### src/rtl/pvrt_pkg.sv
// Shared types, codes and constants for the path-vector route table.
`timescale 1ns / 1ps
package pvrt_pkg;

	localparam int DEF_MAX_ENTRIES = 16;

	// Operation codes
	localparam logic [2:0] OP_CLEAR  = 3'd0;
	localparam logic [2:0] OP_ADD    = 3'd1;
	localparam logic [2:0] OP_UPDATE = 3'd2;
	localparam logic [2:0] OP_DEAD   = 3'd3;
	localparam logic [2:0] OP_READ   = 3'd4;

	// Result status codes
	localparam logic [1:0] ST_OK    = 2'd0;
	localparam logic [1:0] ST_FULL  = 2'd1;
	localparam logic [1:0] ST_RANGE = 2'd3;

	// Configuration register indexes
	localparam logic CFG_MY_ID = 1'b0;
	localparam logic CFG_LIMIT = 1'b1;

	typedef struct packed {
		logic [2:0]  op;
		logic [3:0]  neighbor_id;
		logic [15:0] link_cost;
		logic [3:0]  route_dest;
		logic [15:0] adv_cost;
		logic [3:0]  adv_path_len;
		logic [63:0] adv_path;
	} item_t;

	typedef struct packed {
		logic        changed;
		logic [1:0]  status;
		logic [4:0]  num_routes;
		logic [3:0]  entry_dest;
		logic [3:0]  entry_next_hop;
		logic [15:0] entry_cost;
		logic [4:0]  entry_path_len;
		logic [63:0] entry_path;
	} result_t;

	typedef struct packed {
		logic [3:0]  dest;
		logic [3:0]  hop;
		logic [15:0] cost;
		logic [4:0]  plen;
		logic [63:0] path;
	} entry_t;

	// Commands from controller to datapath
	typedef struct packed {
		logic load;
		logic idx_clr;
		logic rd;
		logic idx_inc;
		logic apply;
		logic done;
	} cmd_t;

	// Status from datapath to controller
	typedef struct packed {
		logic [2:0] op;
		logic       scan_end;
		logic       match;
		logic       out_free;
	} sts_t;

endpackage

### src/rtl/pvrt_dpath.sv
// Datapath: config registers, route memory, scan index, update logic, result register.
`timescale 1ns / 1ps
module pvrt_dpath import pvrt_pkg::*; #(
	parameter int MAX_ENTRIES = DEF_MAX_ENTRIES
) (
	input  logic        clk,
	input  logic        arst_n,
	input  logic        cfg_we,
	input  logic        cfg_index,
	input  logic [15:0] cfg_wdata,
	input  item_t       in_data,
	input  cmd_t        cmd,
	output sts_t        sts,
	output logic        out_valid,
	input  logic        out_ready,
	output result_t     out_data
);

	localparam int AW = $clog2(MAX_ENTRIES);
	localparam int CW = $clog2(MAX_ENTRIES + 1);
	localparam logic [CW-1:0] FULL_CNT = CW'(MAX_ENTRIES);

	logic [3:0]    my_id_q;
	logic [15:0]   limit_q;
	item_t         item_q;
	logic [CW-1:0] count_q;
	logic [CW-1:0] idx_q;
	logic [15:0]   dead_q;
	entry_t        mem [MAX_ENTRIES];
	entry_t        rd_q;
	result_t       res_q;
	result_t       out_q;
	logic          out_valid_q;

	logic [AW-1:0] rd_addr;
	logic          full;
	logic [16:0]   sum;
	logic [15:0]   sum_sat;
	logic [15:0]   forced;
	logic [63:0]   npath;
	logic [4:0]    nlen;
	logic          loop_hit;
	logic [15:0]   present;
	logic          dead_hit;
	logic          dest_dead;

	logic          we;
	logic [AW-1:0] waddr;
	entry_t        went;
	logic          cnt_inc;
	logic          chg;
	logic [1:0]    st;
	logic          capture;

	// Status back to the controller
	assign full     = (count_q == FULL_CNT);
	assign rd_addr  = (item_q.op == OP_READ) ? item_q.route_dest[AW-1:0] : idx_q[AW-1:0];
	assign sts.op   = item_q.op;
	assign sts.scan_end = (item_q.op == OP_READ) ?
		({1'b0, item_q.route_dest} >= 5'(count_q)) : (idx_q >= count_q);
	assign sts.match = (item_q.op == OP_UPDATE) ? (rd_q.dest == item_q.route_dest) :
		(rd_q.hop == item_q.neighbor_id);
	assign sts.out_free = !out_valid_q || out_ready;

	// Candidate route costs
	assign sum     = {1'b0, item_q.adv_cost} + {1'b0, item_q.link_cost};
	assign sum_sat = sum[16] ? 16'hFFFF : sum[15:0];
	assign forced  = (sum > {1'b0, limit_q}) ? limit_q : sum[15:0];
	assign nlen    = {1'b0, item_q.adv_path_len} + 5'd1;

	// Build new path and check it for my id and dead routers
	always_comb begin
		npath      = '0;
		npath[3:0] = my_id_q;
		loop_hit   = 1'b0;
		present    = '0;
		for (int k = 0; k < 15; k++) begin
			if (4'(k) < item_q.adv_path_len) begin
				npath[4*k+4 +: 4] = item_q.adv_path[4*k +: 4];
				if (item_q.adv_path[4*k +: 4] == my_id_q) begin
					loop_hit = 1'b1;
				end
				for (int j = 0; j < 16; j++) begin
					if (item_q.adv_path[4*k +: 4] == 4'(j)) begin
						present[j] = 1'b1;
					end
				end
			end
		end
	end

	assign dead_hit  = |(present & dead_q);
	assign dest_dead = dead_q[rd_q.dest];

	// Decide the table write and result flags for this step
	always_comb begin
		we      = 1'b0;
		waddr   = idx_q[AW-1:0];
		went    = rd_q;
		cnt_inc = 1'b0;
		chg     = 1'b0;
		st      = ST_OK;
		capture = 1'b0;
		if (cmd.apply) begin
			unique case (item_q.op)
				OP_CLEAR: begin
					we    = 1'b1;
					waddr = '0;
					went  = '{dest: my_id_q, hop: my_id_q, cost: 16'd0, plen: 5'd1,
						path: {60'd0, my_id_q}};
					chg   = 1'b1;
				end
				OP_ADD: begin
					if (full) begin
						st = ST_FULL;
					end else begin
						we      = 1'b1;
						waddr   = count_q[AW-1:0];
						went    = '{dest: item_q.neighbor_id, hop: item_q.neighbor_id,
							cost: item_q.link_cost, plen: 5'd2,
							path: {56'd0, item_q.neighbor_id, my_id_q}};
						cnt_inc = 1'b1;
						chg     = 1'b1;
					end
				end
				OP_UPDATE: begin
					if (sts.scan_end) begin
						if (full) begin
							st = ST_FULL;
						end else begin
							we      = 1'b1;
							waddr   = count_q[AW-1:0];
							went    = '{dest: item_q.route_dest, hop: item_q.neighbor_id,
								cost: sum_sat, plen: nlen, path: npath};
							cnt_inc = 1'b1;
							chg     = 1'b1;
						end
					end else if (!loop_hit) begin
						if ({1'b0, rd_q.cost} > sum) begin
							if (!(dead_hit || (dest_dead && rd_q.dest != item_q.neighbor_id)))
							begin
								we   = 1'b1;
								went = '{dest: rd_q.dest, hop: item_q.neighbor_id,
									cost: sum_sat, plen: nlen, path: npath};
								chg  = 1'b1;
							end
						end else if (rd_q.hop == item_q.neighbor_id) begin
							we        = 1'b1;
							went.cost = (forced > rd_q.cost) ? forced : rd_q.cost;
							went.plen = nlen;
							went.path = npath;
							chg       = (forced > rd_q.cost) || (rd_q.path != npath) ||
								(rd_q.plen != nlen);
						end
					end
				end
				OP_DEAD: begin
					if (!sts.scan_end && sts.match) begin
						we        = 1'b1;
						went.cost = limit_q;
						chg       = (rd_q.cost != limit_q);
					end
				end
				OP_READ: begin
					if (sts.scan_end) begin
						st = ST_RANGE;
					end else begin
						capture = 1'b1;
					end
				end
				default: begin
				end
			endcase
		end
	end

	// Route memory: one write port, one registered read port
	always_ff @(posedge clk) begin
		if (we) begin
			mem[waddr] <= went;
		end
		if (cmd.rd) begin
			rd_q <= mem[rd_addr];
		end
	end

	// Hold the accepted item and collect the result
	always_ff @(posedge clk) begin
		if (cmd.load) begin
			item_q <= in_data;
			res_q  <= '0;
		end else if (cmd.apply) begin
			res_q.changed <= res_q.changed | chg;
			if (st != ST_OK) begin
				res_q.status <= st;
			end
			if (capture) begin
				res_q.entry_dest     <= rd_q.dest;
				res_q.entry_next_hop <= rd_q.hop;
				res_q.entry_cost     <= rd_q.cost;
				res_q.entry_path_len <= rd_q.plen;
				res_q.entry_path     <= rd_q.path;
			end
		end
		if (cmd.done) begin
			out_q            <= res_q;
			out_q.num_routes <= 5'(count_q);
		end
	end

	// Control state: config, count, scan index, dead marks, output valid
	always_ff @(posedge clk or negedge arst_n) begin
		if (!arst_n) begin
			my_id_q     <= '0;
			limit_q     <= 16'd999;
			count_q     <= '0;
			idx_q       <= '0;
			dead_q      <= '0;
			out_valid_q <= 1'b0;
		end else begin
			if (cfg_we && cfg_index == CFG_MY_ID) begin
				my_id_q <= cfg_wdata[3:0];
			end
			if (cfg_we && cfg_index == CFG_LIMIT) begin
				limit_q <= cfg_wdata;
			end
			if (cmd.apply && item_q.op == OP_CLEAR) begin
				count_q <= CW'(1);
				dead_q  <= '0;
			end else if (cnt_inc) begin
				count_q <= count_q + CW'(1);
			end
			if (cmd.idx_clr) begin
				idx_q <= '0;
				if (item_q.op == OP_DEAD) begin
					dead_q[item_q.neighbor_id] <= 1'b1;
				end else if (item_q.op == OP_UPDATE) begin
					dead_q[item_q.neighbor_id] <= 1'b0;
				end
			end else if (cmd.idx_inc) begin
				idx_q <= idx_q + CW'(1);
			end
			if (cmd.done) begin
				out_valid_q <= 1'b1;
			end else if (out_ready) begin
				out_valid_q <= 1'b0;
			end
		end
	end

	assign out_valid = out_valid_q;
	assign out_data  = out_q;

`ifndef SYNTHESIS
	a_count_bound: assert property (@(posedge clk) disable iff (!arst_n)
		count_q <= FULL_CNT) else $error("route count above table depth");
	a_clear_one: assert property (@(posedge clk) disable iff (!arst_n)
		cmd.apply && item_q.op == OP_CLEAR |=> count_q == CW'(1))
		else $error("clear did not leave one route");
	a_range_nochg: assert property (@(posedge clk) disable iff (!arst_n)
		out_valid_q && out_q.status == ST_RANGE |-> !out_q.changed)
		else $error("out-of-range read reported a change");
	a_no_write_full: assert property (@(posedge clk) disable iff (!arst_n)
		cnt_inc |-> !full) else $error("append on full table");
`endif

endmodule

### src/rtl/pvrt_ctrl.sv
// Controller: sequences one item through dispatch, table scan and result transfer.
`timescale 1ns / 1ps
module pvrt_ctrl import pvrt_pkg::*; (
	input  logic clk,
	input  logic arst_n,
	input  logic in_valid,
	output logic in_ready,
	input  sts_t sts,
	output cmd_t cmd
);

	typedef enum logic [4:0] {
		S_IDLE  = 5'b00001,
		S_START = 5'b00010,
		S_RD    = 5'b00100,
		S_CHK   = 5'b01000,
		S_FIN   = 5'b10000
	} state_t;

	state_t state_q, state_d;

	assign in_ready = (state_q == S_IDLE);

	// Next state and commands
	always_comb begin
		state_d  = state_q;
		cmd      = '0;
		cmd.load = in_valid && in_ready;
		unique case (state_q)
			S_IDLE: begin
				if (in_valid) begin
					state_d = S_START;
				end
			end
			S_START: begin
				priority if (sts.op == OP_UPDATE || sts.op == OP_DEAD) begin
					cmd.idx_clr = 1'b1;
					state_d     = S_RD;
				end else if (sts.op == OP_READ) begin
					state_d = S_RD;
				end else begin
					cmd.apply = 1'b1;
					state_d   = S_FIN;
				end
			end
			S_RD: begin
				if (sts.scan_end) begin
					cmd.apply = 1'b1;
					state_d   = S_FIN;
				end else begin
					cmd.rd  = 1'b1;
					state_d = S_CHK;
				end
			end
			S_CHK: begin
				priority if (sts.op == OP_UPDATE) begin
					if (sts.match) begin
						cmd.apply = 1'b1;
						state_d   = S_FIN;
					end else begin
						cmd.idx_inc = 1'b1;
						state_d     = S_RD;
					end
				end else if (sts.op == OP_DEAD) begin
					cmd.apply   = 1'b1;
					cmd.idx_inc = 1'b1;
					state_d     = S_RD;
				end else begin
					cmd.apply = 1'b1;
					state_d   = S_FIN;
				end
			end
			S_FIN: begin
				if (sts.out_free) begin
					cmd.done = 1'b1;
					state_d  = S_IDLE;
				end
			end
			default: begin
				state_d = S_IDLE;
			end
		endcase
	end

	// Advance state
	always_ff @(posedge clk or negedge arst_n) begin
		if (!arst_n) begin
			state_q <= S_IDLE;
		end else begin
			state_q <= state_d;
		end
	end

endmodule

### src/rtl/path_vector_route_table.sv
// Top level of the path-vector route table: controller plus datapath.
//
// Usage: items arrive on in_valid/in_ready/in_data, one operation each
// (clear and self, add neighbor, route update, neighbor dead, read entry).
// Each item yields exactly one result on out_valid/out_ready/out_data.
// Configuration (my_id at index 0, cost_limit at index 1) is written through
// cfg_we/cfg_index/cfg_wdata; it takes effect at once. The user must write it
// only while the block is idle; the block itself does not enforce this.
// Route update and neighbor dead scan the table one entry at a time through
// the single read port of the route memory.
// One item is in work at a time; in_ready rises again once its result sits in
// the output register, so the next item may start while that result waits.
// A stalled receiver holds the result; the controller waits in its final state
// only when a second result is ready before the first is taken.
// Reset clears the route count, dead marks and config (my_id 0, limit 999).
`timescale 1ns / 1ps
module path_vector_route_table import pvrt_pkg::*; #(
	parameter int MAX_ENTRIES = DEF_MAX_ENTRIES
) (
	input  logic        clk,
	input  logic        arst_n,
	input  logic        cfg_we,
	input  logic        cfg_index,
	input  logic [15:0] cfg_wdata,
	input  logic        in_valid,
	output logic        in_ready,
	input  item_t       in_data,
	output logic        out_valid,
	input  logic        out_ready,
	output result_t     out_data
);

	cmd_t cmd;
	sts_t sts;

	pvrt_ctrl u_ctrl (
		.clk      (clk),
		.arst_n   (arst_n),
		.in_valid (in_valid),
		.in_ready (in_ready),
		.sts      (sts),
		.cmd      (cmd)
	);

	pvrt_dpath #(
		.MAX_ENTRIES (MAX_ENTRIES)
	) u_dpath (
		.clk       (clk),
		.arst_n    (arst_n),
		.cfg_we    (cfg_we),
		.cfg_index (cfg_index),
		.cfg_wdata (cfg_wdata),
		.in_data   (in_data),
		.cmd       (cmd),
		.sts       (sts),
		.out_valid (out_valid),
		.out_ready (out_ready),
		.out_data  (out_data)
	);

endmodule

### config.mk
export PLATFORM = sky130hd
export DESIGN_NAME = path_vector_route_table
export DESIGN_NICKNAME = d
export VERILOG_FILES = /design/src/rtl/pvrt_pkg.sv /design/src/rtl/pvrt_dpath.sv /design/src/rtl/pvrt_ctrl.sv /design/src/rtl/path_vector_route_table.sv
export SDC_FILE = /design/constraint.sdc
export NUM_CORES = 2
export LEC_CHECK = 0
export BUFFER_PORTS_ARGS = -buffer_cell sky130_fd_sc_hd__buf_4
export CAP_MARGIN = 20
export CORE_MARGIN = 2
export CORE_UTILIZATION = 23
export CTS_CLUSTER_SIZE = 24
export DETAILED_ROUTE_END_ITERATION = 8
export PLACE_DENSITY_LB_ADDON = 0.3
export SLEW_MARGIN = 20
export SYNTH_ARGS = -nofsm -noshare
export SYNTH_HDL_FRONTEND = slang
export SYNTH_SLANG_ARGS = --single-unit
### constraint.sdc
create_clock -name clk -period 34.7 [get_ports clk]
set_clock_uncertainty 0.15 [all_clocks]
set_input_delay 6.94 -clock clk [delete_from_list [all_inputs] [get_ports clk]]
set_output_delay 6.94 -clock clk [all_outputs]
set_load 0.1 [all_outputs]
[Word level (Yosys, flattened, before mapping)]
Memory sizes are Yosys's and may differ from the RTL's. A register that Yosys moved wholly into a read port is not among the register bits.
Cells that the tools add are included.
Storage, ports and cells
  output and inout bits: 103
  memories kept: 1
  bits in registers: 356
  word-level logic and storage cells: 748
  bits of input ports: 133
  memory bits (writable): 1488
Memory list
  u_dpath.mem: depth 16, bits a word 93, read ports 1, clocked after Yosys merged registers in 1, wr ports 1, RTL line pvrt_dpath.sv:29  | entry_t mem [MAX_ENTRIES];
Cells by class
  bitwise gates (word level): 6
  add/subtract/negate cells: 4
  equal/unequal tests: 258
  reductions and logical operators: 38
  multiplexer cells: 389
  magnitude comparators: 23
Operators with widths (count)
  $eq 4x4->1 const B: 120
  $mux 93: 4
  $mux 16: 23
  $mux 1: 310
  $eq 4x3->1 const B: 60
  $pmux 69 s3: 1
  $mux 89: 2
  $mux 85: 2
  $eq 4x2->1 const B: 30
  $mux 4: 20
  $eq 4x4->1: 17
  $ne 64x64->1: 1
  $pmux 16 s4: 1
  $eq 4x1->1 const B: 15
  $logic_not 4->1: 15
  $mux 5: 12
  $and 16x16->16: 2
  $lt 4x4->1 const A: 7
  $pmux 5 s5: 1
  $pmux 8 s3: 1
  $add 16x16->17: 1
  $gt 16x17->1: 1
  $gt 17x16->1: 1
  $gt 16x16->1: 1
  40 further kinds: 70

[Depth between registers and ports, before layout]
  depth in word-level cells: 42
  depth in mapped cells: 34
  mapped depth without buffers: 31

[By module]
A second synthesis with hierarchy kept.
Second synthesis, totals
  cell total of the unflattened synthesis: 5590
  area, all modules: 83898.0 sq um
Modules (own cells, without submodules)
  pvrt_dpath: cells an instance 5553, area each 83583.9 sq um, sequential area each 56829.5 sq um, times used 1
  pvrt_ctrl: cells an instance 37, area each 314.1 sq um, sequential area each 126.4 sq um, times used 1

[Worst setup path after synthesis]
Ideal clock, no wire load.
  path kind: input-to-reg
  from: in out_ready
  to: reg u_dpath.out_q (netlist bit u_dpath.out_data[0]) (enable)
  stages on the path: 2
  arrival: 11.567 ns
  library setup time: 0.572 ns
  buffers on the path: 0
  setup slack: 22.411 ns
  required time: 33.978 ns
  cells stage by stage: nand2b_1 -> nor2b_1
RTL lines
  start, declared: RTL line path_vector_route_table.sv:29  | input logic out_ready,
  end signal, assigned: RTL line pvrt_dpath.sv:206  | out_q <= res_q;
  end, declared: RTL line pvrt_dpath.sv:32  | result_t out_q;

==> flow_summary.toml <==
[run_status]
status = "finished, final reports clean"

[timing]
timing.fmax_mhz = 106
timing.final.crit_period_ns = 9.41
grt_setup_unrepaired = "no"
slew_headroom_pct = 20.5
hold_viol_final = 0
drv_slew = 0
worstMarginPinSlew_ns = 1.18
tns_ns = 0
finalSetupViolations = 0
fin_crit_sh_pct = 27.1
timing.hold.ws_ns = 0.278

[setup_path]
end_kind = "flop"
critPathMaxFanout = 24
critPathLaunchType = "flop"
crit_slowest_cell = "o311ai_2"
path_buf_inv = 1
r2r_slack_ns = 25.29
r2r_cells = 27
cp_num_cells = 27
crit_required_ns = 35.03
cp_top_family = "compound AO/OA/AOI/OAI gates"
crit_arrival_ns = 9.74
rr_endpoint = "u_dpath.mem[8][71]"
criticalPathCategory = "reg -> reg"
r2r-start = "u_dpath.item_q[89]"
max_stage_delay_ns = 0.88

[pwr]
p_switching_uw = 2020
finalPower_uw = 6310
comb_power_share_pct = 23.1
p_leak_uw = 0.0323
power-per-cell-area_nw_per_um2 = 64.2
intPower_uw = 4290
p_sw_share_pct = 32.0
ir_drop_v = 0.0000591
seqPwrFrac_pct = 43.7
clkPwrFrac_pct = 33.3

[cells_and_area]
multiInputGateArea_um2 = 25600
area_delta_synth_final_pct = 16.8
fillCellCount = 36700
final_cell_mix = "edfxtp_1, nand2_1, nor2_1, mux4_2, buf_4"
layout-drive-gt1-share_pct = 19.4
final_nets = 5979
final_common_cell = "edfxtp_1"
seqCellArea_um2 = 57000

[clock_network]
cts_buffers = 196
cts_max_path_buffers = 4
cts_resized = 0
cts_setup_buffers = 0
clkTransAtPathRegs_ns = 0.06
ctsHoldBuffers = 0
clockRootBuffer = "clkbuf_16"
htree_levels = 4
clkLatencyLatePin_ns = 0.87
cts_tree = "built"
numClockSinks = 1937

[die]
num_rows = 221
start_util_pct = 23.2
fp.dieArea_um2 = 370000
ioPinCount = 236
core-area_um2 = 363000
die_h_um = 609
chipWidth_um = 609

[global_routing]
grt_max_degree = 126
gr-total-overflow = 0
grt_first_pass_wirelength_mm = 408
grt_pass1_vias = 52300
grt_usage_pct = 15.2
antenna_found_initial = 12

[place]
place_congestion = 0.937
hpwl_mm = 177
port_buffers = 231

[route]
routedWlPerCell_um = 27.2
vias = 52000
via_per_inst = 4.86
routed_wl_mm = 291
drt_iter0_markers = 4970
ant_nets = 0
first_pass_iters = 5
post-route-drc-count = 0

[yosys]
synthCells = 5583
netlist_area_um2 = 84100
post_synth.cell_area_avg_um2 = 15.1
synth-edff-count = 1789
ys_async_sr_fraction_pct = 2.68
yosys_register_bits = 1937
synth-seq-area-share_pct = 67.8
synthDistinctLibCells = 100
synth_fp_nets = 5795
ys_warn_count = 0
synthFlopType = "edfxtp_1"

[hold_path]
hold_path_depth = 0
hold_start = "u_dpath.res_q[20]"
hold_path_end = "u_dpath.out_data[20]"
worstHoldPathType = "reg -> reg"

[flow_run]
maxCapViolations = 0
-- sequential cells by signal, summed over array words and instances (netlist names), 5 cells and up --
name	count
u_dpath.idx_q	5
u_dpath.item_q	104
u_dpath.limit_q	16
u_dpath.res_q	96
u_dpath.rd_q	93
u_dpath.count_q	5
u_dpath.out_data	101
u_dpath.dead_q	16
u_dpath.mem	1488
u_ctrl.state_q	5
-- routing by layer --
layer | vias to the layer above | track usage (%) | wire length [um]
li1 | 22200 | - | -
met1 | 27700 | 19.7 | 123000
met2 | 1686 | 26.0 | 143000
met3 | 423 | 1.99 | 14400
met4 | 0 | 5.58 | 11200
met5 | - | 0 | 0
-- power groups by stage --
stage	Sequential, uW	Combinational, uW	Clock, uW
after floorplan	2750	937	0
after global placement	2800	1430	0
after detailed placement	2800	1440	0
after CTS	2750	1440	2150
after global routing	2760	1550	2230
final	2750	1460	2100
-- per-stage QoR --
step | cell area, um^2 | std cells | utilization [%] | setup slack (ns)
finish | 98200 | 10700 | 27.0 | 25.29
global route | 98200 | 10700 | 27.0 | 24.76
CTS | 98000 | 10700 | 27.0 | 25.07
detailed placement | 91800 | 10400 | 25.3 | 25.05
global placement | 91800 | 10400 | 25.3 | 25.09
floorplan | 84100 | 5583 | - | 22.41
-- how the worst max path moves through the flow --
stage	start	end	slack, ns
floorplan	out_ready	u_dpath.out_data[0]	22.41
global placement	in_valid	u_dpath.item_q[17]	25.09
detailed placement	in_valid	u_dpath.item_q[47]	25.05
CTS	u_dpath.item_q[89]	u_dpath.mem[3][84]	25.07
global route	u_dpath.item_q[89]	u_dpath.mem[8][71]	24.76
finish	u_dpath.item_q[89]	u_dpath.mem[8][71]	25.29
-- cells in the mapped netlist, types with 80 or more instances --
cell / n / area (um^2)
edfxtp_1: 1789 / 53700
nand2_1: 392 / 1470
nor2_1: 385 / 1450
mux4_2: 377 / 8490
a21oi_1: 297 / 1490
clkbuf_1: 281 / 1050
o21ai_0: 221 / 1110
inv_1: 133 / 499
a31oi_1: 125 / 782
nand3_1: 116 / 581
a211oi_1: 107 / 803
and2_1: 104 / 651
dfxtp_1: 96 / 1920
mux2i_1: 95 / 951
xnor2_1: 82 / 718
nor3_1: 80 / 400
-- cell type report --
cell class | count | share of cell area, %
Inverter | 133 | 0.509
Clock buffer | 255 | 5.46
Multi-Input combinational cell | 3143 | 26.0
Timing Repair Buffer | 356 | 2.96
Tap cell | 4794 | 6.11
Antenna cell | 4 | 0.0102
Sequential cell | 1937 | 58.0
Clock inverter | 93 | 0.881
-- cells by family after synthesis --
kind of cell	synth area share (%)
multiplexers	11.8
flip-flops	67.8
adder cells (fa/ha/maj)	1.18
XOR/XNOR	1.60
buffers and inverters	2.33
AND/OR/NAND/NOR	7.36
AO/OA/AOI/OAI	7.99
Note: power is estimated with default switching activity, not from simulation.
